`src/design/polar_least_squares_line_fit_assert.svh`:
```
// Assertion macros for the polar line fit block.
`ifndef POLAR_LEAST_SQUARES_LINE_FIT_ASSERT_SVH
`define POLAR_LEAST_SQUARES_LINE_FIT_ASSERT_SVH

// Same-cycle implication, disabled during reset.
`define PLSQ_ASSERT_NOW(lbl, clk, rst_n, ante, cons, msg) \
    lbl: assert property (@(posedge clk) disable iff (!rst_n) (ante) |-> (cons)) \
        else $error(msg);

// Next-cycle implication, disabled during reset.
`define PLSQ_ASSERT_NEXT(lbl, clk, rst_n, ante, cons, msg) \
    lbl: assert property (@(posedge clk) disable iff (!rst_n) (ante) |=> (cons)) \
        else $error(msg);

`endif

```
`src/design/plsq_pkg.sv`:
```
// Shared constants, command/status types and the CORDIC angle table.
package plsq_pkg;

    localparam int MAX_POINTS    = 1024;
    localparam int COORD_W       = 16;
    localparam int CORDIC_STAGES = 16;

    localparam int CNT_W   = $clog2(MAX_POINTS + 1);
    localparam int SUM_W   = COORD_W + $clog2(MAX_POINTS);
    localparam int SQ_W    = 2 * COORD_W + $clog2(MAX_POINTS);
    localparam int HI_SPLIT = SQ_W / 2;
    localparam int CW      = 34;
    localparam int MA_W    = SUM_W + 1;
    localparam int MB_W    = CW;
    localparam int P_W     = MA_W + MB_W;
    localparam int M_W     = 64;
    localparam int ANG_W   = 16;
    localparam int DIST_W  = 17;
    localparam int Q_W     = 18;
    localparam int DVD_W   = M_W + 1;
    localparam int FRAC    = 30;
    localparam int ANG_SH  = 16;
    localparam int ALPHA_SH = 17;
    localparam int IDX_W   = $clog2((Q_W > CORDIC_STAGES) ? Q_W : CORDIC_STAGES);

    localparam logic signed [CW-1:0] GAIN_Q30  = CW'(652032874);
    localparam logic signed [CW-1:0] HALF_PI_U = CW'(64'd1 << 30);
    localparam logic signed [CW-1:0] PI_U      = CW'(64'd1 << 31);
    localparam logic signed [CW-1:0] ALPHA_RND = CW'(64'd1 << (ALPHA_SH - 1));
    localparam logic signed [P_W-1:0] ROUND_HALF = P_W'(64'd1 << (FRAC - 1));
    localparam logic [DIST_W-1:0] Q_SAT = DIST_W'(65536);

    typedef enum logic [4:0] {
        ACT_NONE,
        ACT_LOAD,
        ACT_ROT_PT,
        ACT_ROT_FIT,
        ACT_CSTEP_ROT,
        ACT_CSTEP_VEC,
        ACT_ROT_FIN,
        ACT_SET_X,
        ACT_SET_Y,
        ACT_ACC_XX,
        ACT_ACC_YY,
        ACT_ACC_XY,
        ACT_OVF,
        ACT_MOM_LD,
        ACT_MOM_HI,
        ACT_MOM_SET,
        ACT_SET_AX,
        ACT_MAG,
        ACT_NORM,
        ACT_ALPHA_ZERO,
        ACT_VEC_INIT,
        ACT_ALPHA,
        ACT_NUM_LD,
        ACT_NUM_ADD,
        ACT_DIV_MAG,
        ACT_DIV_BIAS,
        ACT_DIV_STEP,
        ACT_OUT
    } act_t;

    typedef enum logic [3:0] {
        MS_XX,
        MS_YY,
        MS_XY,
        MS_RC,
        MS_RS,
        MS_NLO,
        MS_NHI,
        MS_SQ,
        MS_SXC,
        MS_SYS
    } msel_t;

    typedef struct packed {
        act_t             act;
        logic             mul_en;
        msel_t            msel;
        logic [IDX_W-1:0] idx;
    } cmd_t;

    typedef struct packed {
        logic mode;
        logic last;
        logic can_acc;
        logic degen;
        logic big;
        logic out_free;
    } st_t;

    // atan(2^-i) in units of pi/2^31
    function automatic logic signed [CW-1:0] atan_unit(input logic [IDX_W-1:0] i);
        logic signed [CW-1:0] v;
        case (i)
            5'd0:    v = CW'(536870912);
            5'd1:    v = CW'(316933406);
            5'd2:    v = CW'(167458907);
            5'd3:    v = CW'(85004756);
            5'd4:    v = CW'(42667331);
            5'd5:    v = CW'(21354465);
            5'd6:    v = CW'(10679838);
            5'd7:    v = CW'(5340245);
            5'd8:    v = CW'(2670163);
            5'd9:    v = CW'(1335087);
            5'd10:   v = CW'(667544);
            5'd11:   v = CW'(333772);
            5'd12:   v = CW'(166886);
            5'd13:   v = CW'(83443);
            5'd14:   v = CW'(41722);
            5'd15:   v = CW'(20861);
            5'd16:   v = CW'(10430);
            5'd17:   v = CW'(5215);
            5'd18:   v = CW'(2608);
            5'd19:   v = CW'(1304);
            5'd20:   v = CW'(652);
            5'd21:   v = CW'(326);
            5'd22:   v = CW'(163);
            5'd23:   v = CW'(81);
            default: v = '0;
        endcase
        return v;
    endfunction

endpackage

```
`src/design/plsq_ctrl.sv`:
```
// Sequencer for point accumulation and the end-of-segment fit.
module plsq_ctrl (
    input  logic            clk,
    input  logic            rst_n,
    input  logic            in_valid,
    output logic            in_ready,
    input  plsq_pkg::st_t   st,
    output plsq_pkg::cmd_t  cmd
);
    import plsq_pkg::*;

    typedef enum logic [4:0] {
        S_IDLE,
        S_P_RINIT,
        S_P_RSTEP,
        S_P_RFIN,
        S_P_MULX,
        S_P_SETX,
        S_P_SETY,
        S_ACC,
        S_A_YY,
        S_A_XY,
        S_A_END,
        S_F_M0,
        S_F_M1,
        S_F_M2,
        S_F_M3,
        S_F_AX,
        S_F_MAG,
        S_F_NORM,
        S_F_VINIT,
        S_F_VSTEP,
        S_F_ALPHA,
        S_F_RINIT,
        S_F_RSTEP,
        S_F_RFIN,
        S_F_NUM0,
        S_F_NUM1,
        S_F_NUM2,
        S_F_DMAG,
        S_F_DBIAS,
        S_F_DSTEP,
        S_F_OUT
    } state_t;

    localparam logic [IDX_W-1:0] LAST_STAGE = IDX_W'(CORDIC_STAGES - 1);
    localparam logic [IDX_W-1:0] LAST_MOM   = IDX_W'(2);
    localparam logic [IDX_W-1:0] TOP_QBIT   = IDX_W'(Q_W - 1);

    state_t           state_reg, state_next;
    logic [IDX_W-1:0] cnt_reg, cnt_next;

    always_ff @(posedge clk or negedge rst_n)
    begin
        if (!rst_n)
        begin
            state_reg <= S_IDLE;
            cnt_reg   <= '0;
        end
        else
        begin
            state_reg <= state_next;
            cnt_reg   <= cnt_next;
        end
    end

    assign in_ready = (state_reg == S_IDLE);

    always_comb
    begin
        state_next = state_reg;
        cnt_next   = cnt_reg;
        cmd        = '{act: ACT_NONE, mul_en: 1'b0, msel: MS_XX, idx: cnt_reg};
        case (state_reg)
            S_IDLE:
            begin
                if (in_valid)
                begin
                    cmd.act    = ACT_LOAD;
                    state_next = st.mode ? S_P_RINIT : S_ACC;
                end
            end
            S_P_RINIT:
            begin
                cmd.act    = ACT_ROT_PT;
                cnt_next   = '0;
                state_next = S_P_RSTEP;
            end
            S_P_RSTEP:
            begin
                cmd.act = ACT_CSTEP_ROT;
                if (cnt_reg == LAST_STAGE)
                    state_next = S_P_RFIN;
                else
                    cnt_next = cnt_reg + 1'b1;
            end
            S_P_RFIN:
            begin
                cmd.act    = ACT_ROT_FIN;
                state_next = S_P_MULX;
            end
            S_P_MULX:
            begin
                cmd.mul_en = 1'b1;
                cmd.msel   = MS_RC;
                state_next = S_P_SETX;
            end
            S_P_SETX:
            begin
                cmd.act    = ACT_SET_X;
                cmd.mul_en = 1'b1;
                cmd.msel   = MS_RS;
                state_next = S_P_SETY;
            end
            S_P_SETY:
            begin
                cmd.act    = ACT_SET_Y;
                state_next = S_ACC;
            end
            S_ACC:
            begin
                if (st.can_acc)
                begin
                    cmd.mul_en = 1'b1;
                    cmd.msel   = MS_XX;
                    state_next = S_A_YY;
                end
                else
                begin
                    cmd.act    = ACT_OVF;
                    cnt_next   = '0;
                    state_next = st.last ? S_F_M0 : S_IDLE;
                end
            end
            S_A_YY:
            begin
                cmd.act    = ACT_ACC_XX;
                cmd.mul_en = 1'b1;
                cmd.msel   = MS_YY;
                state_next = S_A_XY;
            end
            S_A_XY:
            begin
                cmd.act    = ACT_ACC_YY;
                cmd.mul_en = 1'b1;
                cmd.msel   = MS_XY;
                state_next = S_A_END;
            end
            S_A_END:
            begin
                cmd.act    = ACT_ACC_XY;
                cnt_next   = '0;
                state_next = st.last ? S_F_M0 : S_IDLE;
            end
            // moment k = cnt: n*S split in halves, minus the square of sums
            S_F_M0:
            begin
                cmd.mul_en = 1'b1;
                cmd.msel   = MS_NLO;
                state_next = S_F_M1;
            end
            S_F_M1:
            begin
                cmd.act    = ACT_MOM_LD;
                cmd.mul_en = 1'b1;
                cmd.msel   = MS_NHI;
                state_next = S_F_M2;
            end
            S_F_M2:
            begin
                cmd.act    = ACT_MOM_HI;
                cmd.mul_en = 1'b1;
                cmd.msel   = MS_SQ;
                state_next = S_F_M3;
            end
            S_F_M3:
            begin
                cmd.act = ACT_MOM_SET;
                if (cnt_reg == LAST_MOM)
                    state_next = S_F_AX;
                else
                begin
                    cnt_next   = cnt_reg + 1'b1;
                    state_next = S_F_M0;
                end
            end
            S_F_AX:
            begin
                cmd.act    = ACT_SET_AX;
                state_next = S_F_MAG;
            end
            S_F_MAG:
            begin
                cmd.act    = ACT_MAG;
                state_next = S_F_NORM;
            end
            S_F_NORM:
            begin
                if (st.degen)
                begin
                    cmd.act    = ACT_ALPHA_ZERO;
                    state_next = S_F_RINIT;
                end
                else if (st.big)
                    cmd.act = ACT_NORM;
                else
                    state_next = S_F_VINIT;
            end
            S_F_VINIT:
            begin
                cmd.act    = ACT_VEC_INIT;
                cnt_next   = '0;
                state_next = S_F_VSTEP;
            end
            S_F_VSTEP:
            begin
                cmd.act = ACT_CSTEP_VEC;
                if (cnt_reg == LAST_STAGE)
                    state_next = S_F_ALPHA;
                else
                    cnt_next = cnt_reg + 1'b1;
            end
            S_F_ALPHA:
            begin
                cmd.act    = ACT_ALPHA;
                state_next = S_F_RINIT;
            end
            S_F_RINIT:
            begin
                cmd.act    = ACT_ROT_FIT;
                cnt_next   = '0;
                state_next = S_F_RSTEP;
            end
            S_F_RSTEP:
            begin
                cmd.act = ACT_CSTEP_ROT;
                if (cnt_reg == LAST_STAGE)
                    state_next = S_F_RFIN;
                else
                    cnt_next = cnt_reg + 1'b1;
            end
            S_F_RFIN:
            begin
                cmd.act    = ACT_ROT_FIN;
                state_next = S_F_NUM0;
            end
            S_F_NUM0:
            begin
                cmd.mul_en = 1'b1;
                cmd.msel   = MS_SXC;
                state_next = S_F_NUM1;
            end
            S_F_NUM1:
            begin
                cmd.act    = ACT_NUM_LD;
                cmd.mul_en = 1'b1;
                cmd.msel   = MS_SYS;
                state_next = S_F_NUM2;
            end
            S_F_NUM2:
            begin
                cmd.act    = ACT_NUM_ADD;
                state_next = S_F_DMAG;
            end
            S_F_DMAG:
            begin
                cmd.act    = ACT_DIV_MAG;
                state_next = S_F_DBIAS;
            end
            S_F_DBIAS:
            begin
                cmd.act    = ACT_DIV_BIAS;
                cnt_next   = TOP_QBIT;
                state_next = S_F_DSTEP;
            end
            S_F_DSTEP:
            begin
                cmd.act = ACT_DIV_STEP;
                if (cnt_reg == '0)
                    state_next = S_F_OUT;
                else
                    cnt_next = cnt_reg - 1'b1;
            end
            S_F_OUT:
            begin
                if (st.out_free)
                begin
                    cmd.act    = ACT_OUT;
                    state_next = S_IDLE;
                end
            end
            default:
            begin
                state_next = S_IDLE;
            end
        endcase
    end

endmodule

```
`config.mk`:
```
export PLATFORM = sky130hd
export DESIGN_NAME = plsq_ctrl
export DESIGN_NICKNAME = d
export VERILOG_FILES = /design/src/design/polar_least_squares_line_fit_assert.svh /design/src/design/plsq_pkg.sv /design/src/design/plsq_ctrl.sv
export SDC_FILE = /design/constraint.sdc
export NUM_CORES = 1
export LEC_CHECK = 0
export BUFFER_PORTS_ARGS = -buffer_cell sky130_fd_sc_hd__buf_2
export CORE_ASPECT_RATIO = 0.8
export CORE_UTILIZATION = 30
export DETAILED_ROUTE_END_ITERATION = 8
export SLEW_MARGIN = 20
export SYNTH_ARGS = -nofsm -noshare
export SYNTH_HDL_FRONTEND = slang
export SYNTH_SLANG_ARGS = --single-unit
```
`constraint.sdc`:
```
create_clock -name clk -period 2.9 [get_ports clk]
set_clock_uncertainty 0.2 [all_clocks]
set_input_delay 0.725 -clock clk [delete_from_list [all_inputs] [get_ports clk]]
set_output_delay 0.725 -clock clk [all_outputs]
set_load 0.02 [all_outputs]
```
==> metrics <==
run status=completed; crit end category=output pin; storage element area=254 um^2; Cell Rows=23; Clock power frac=6.8%; MaxCap Viol Count=0; post-synthesis cell area=1640 um^2; Max Transition Viols Final=0; Clock Sinks=10; busiest layer in global routing=met2; first-pass GRT wire length=7290 um; crit path DAT=1840 ps; Pint=1140 uW; initial antenna violation count=0; Post-synth EDFFs=0; CTS root buf=clkbuf_8; DR WL/cell=15.2 um; Post-Place Worst Slack=309 ps; Slowest cell on crit path=dfrtp_2; Global Route Usage Sum=15.6%; Starting Density=31.9%; port bufs=24; Vias/cell=5.66; Hold Path Class=in -> async; Post CTS Setup Buffer Count=0; Post-route DRC=0; H-tree levels=1; synthesized area per cell=8.13 um^2; Antenna diodes=0; largest fanout on the critical path=8; Worst-Skew Late Latency=220 ps; Critical path buffers and inverters=2; Most used DFF post-synth=dfrtp_1; largest net degree at the start of global routing=38; Core ar.=5150 um^2; Max Fclk=0.362 GHz; Final GP Congestion=0.903; Worst Tran Pin Value=491 ps; Worst path max stage delay=470 ps; count of final setup violators=0; worst setup margin=136 ps; vias in the first global route=1424; most frequent cells in the layout=24 x buf_2, 20 x buf_4, 16 x o21ai_0; unrepaired setup endpoints after global routing=no; Die Footprint=5780 um^2; switching power=1270 uW; Max-slew headroom=66.9%; area grow syn2layout=16.0%; routing usage on met3=1.57%; Post-DRT Antenna Nets=0; YS warnings=0; CTS clock-pin slew for the worst setup and hold paths=40 ps; Detailed Route WL=4460 um; clk buf depth=2; register bit total from synthesis=10; Critical Path RT=1980 ps; number of CTS-inserted buffers=3; die width=84.7 um; crit path time final=2760 ps; post-synthesis cell count=202; most common cell after layout, fill and taps aside=buf_2; # IOs=25; Die Y-Extent=68.2 um; post-route non-filler standard cell count=294; setup TNS=0 ps; HPWL after detailed placement=3500 um; post-synth net total=215; crit-path cells=buf_4 > nor2b_1 > a22oi_1 > o21ai_0 > a221o_1 > buf_2; Iter 0 DRT Violations=122; Leak=0.000837 uW; CTS resizes=0; Yosys cell types=73; startpoint class of the critical path=flop; delay-heaviest family, CP=compound AO/OA/AOI/OAI gates; Reg power frac=13.8%; Switching Share=52.6%; TritonCTS clock tree=done; hold_ws=145 ps; Power Dens Cells=1260 nW/um^2; # fillers=523; sequential area share after synthesis=15.2%; final net count=246; multi-input logic area=1210 um^2; grt met1 use=24.0%; # hold bufs at CTS=0; Final Hold Viols=0; WS Path Type=reg -> out; maximum vdd ir drop=0.532 mV; Placed Cells=290; share of layout cells above drive strength 1=31.0%; DR vias=1663; period utilisation layout=95.3%; part of the power in combinational logic=79.4%; grt met2 use=24.7%; Synth async-reset ratio=100%; First-pass DRT Iterations=7; GR Overflow Total=0
metal layers:
metal	wire, um	part of all wire, %
met5	0	0
met1	2260	51
met2	1900	43
met3	291	6.5
met4	5	0.11
logic make-up after synthesis:
logic type	synth area share (%)
adder cells (fa/ha/maj)	3.50
XOR/XNOR	3.20
flip-flops	15.2
AO/OA/AOI/OAI	35.2
AND/OR/NAND/NOR	25.8
multiplexers	5.71
buffers and inverters	11.3
power by group through the flow:
stage / sequential [uW] / clock, uW / combinational [uW]
after global placement: 328 / 0 / 1900
final: 334 / 164 / 1910
after CTS: 327 / 169 / 1900
after detailed placement: 327 / 0 / 1890
after global routing: 353 / 179 / 2090
after floorplan: 267 / 0 / 1530
final cells by class:
type	count	area share, %
flip-flops and latches	10	13.3
inverters	6	1.18
multi-input cells	167	63.3
repair buffers	45	15.2
clock buffers	4	2.89
well taps	62	4.07
cell usage after synthesis (2+ instances only):
cell type / number / area, um^2
o21ai_0: 16 / 80.1
a21oi_1: 15 / 75.1
nor2_1: 15 / 56.3
nand2_1: 14 / 52.6
dfrtp_1: 10 / 250
nand3_1: 7 / 35.0
buf_6: 6 / 67.6
nor2b_1: 6 / 37.5
buf_2: 5 / 25.0
o221ai_1: 5 / 43.8
a21o_1: 4 / 30.0
inv_1: 4 / 15.0
mux2_4: 4 / 60.1
nor3_1: 4 / 20.0
and2_1: 3 / 18.8
buf_4: 3 / 22.5
clkbuf_8: 3 / 41.3
ha_1: 3 / 37.5
mux2_1: 3 / 33.8
nand2b_1: 3 / 18.8
xnor2_1: 3 / 26.3
xor2_1: 3 / 26.3
a221oi_1: 2 / 17.5
a22o_1: 2 / 17.5
and3_1: 2 / 12.5
clkbuf_1: 2 / 7.51
clkinv_1: 2 / 7.51
nand3b_1: 2 / 15.0
nand4_1: 2 / 12.5
nor4_1: 2 / 12.5
o211ai_1: 2 / 15.0
o21bai_1: 2 / 15.0
o22ai_1: 2 / 12.5
o31ai_1: 2 / 15.0
stage by stage:
stage          util [%]  area, um^2  total power, uW
6_report           37.0        1910             2410
5_1_grt            37.0        1910             2620
4_1_cts            36.9        1900             2400
3_5_place_dp       35.9        1850             2220
3_3_place_gp       35.9        1850             2230
2_1_floorplan         -        1640             1800
final timing paths:
check	from	to	slack, ps	cells after the start
min in group clk	cnt_reg[4]	cnt_reg[4]	390	1
hold / removal	rst_n	state_reg[0]	140	1
setup / recovery	state_reg[3]	cmd[10]	140	6
setup reg to reg	state_reg[0]	cnt_reg[4]	470	8
max in group asynchronous	rst_n	state_reg[2]	2160	1
hold reg to reg	cnt_reg[4]	cnt_reg[4]	390	1
worst register-to-register path, delay by kind of cell, from the launching register on:
| kind | cells | cell delay [ps] |
|---|---|---|
| adders and majority gates | 1 | 340 |
| AOI/OAI and AO/OA | 4 | 780 |
| xor gates and xnor gates | 1 | 110 |
| DFF | 1 | 430 |
| and+or+nand+nor | 2 | 500 |
(Power assumes the default switching activity.)
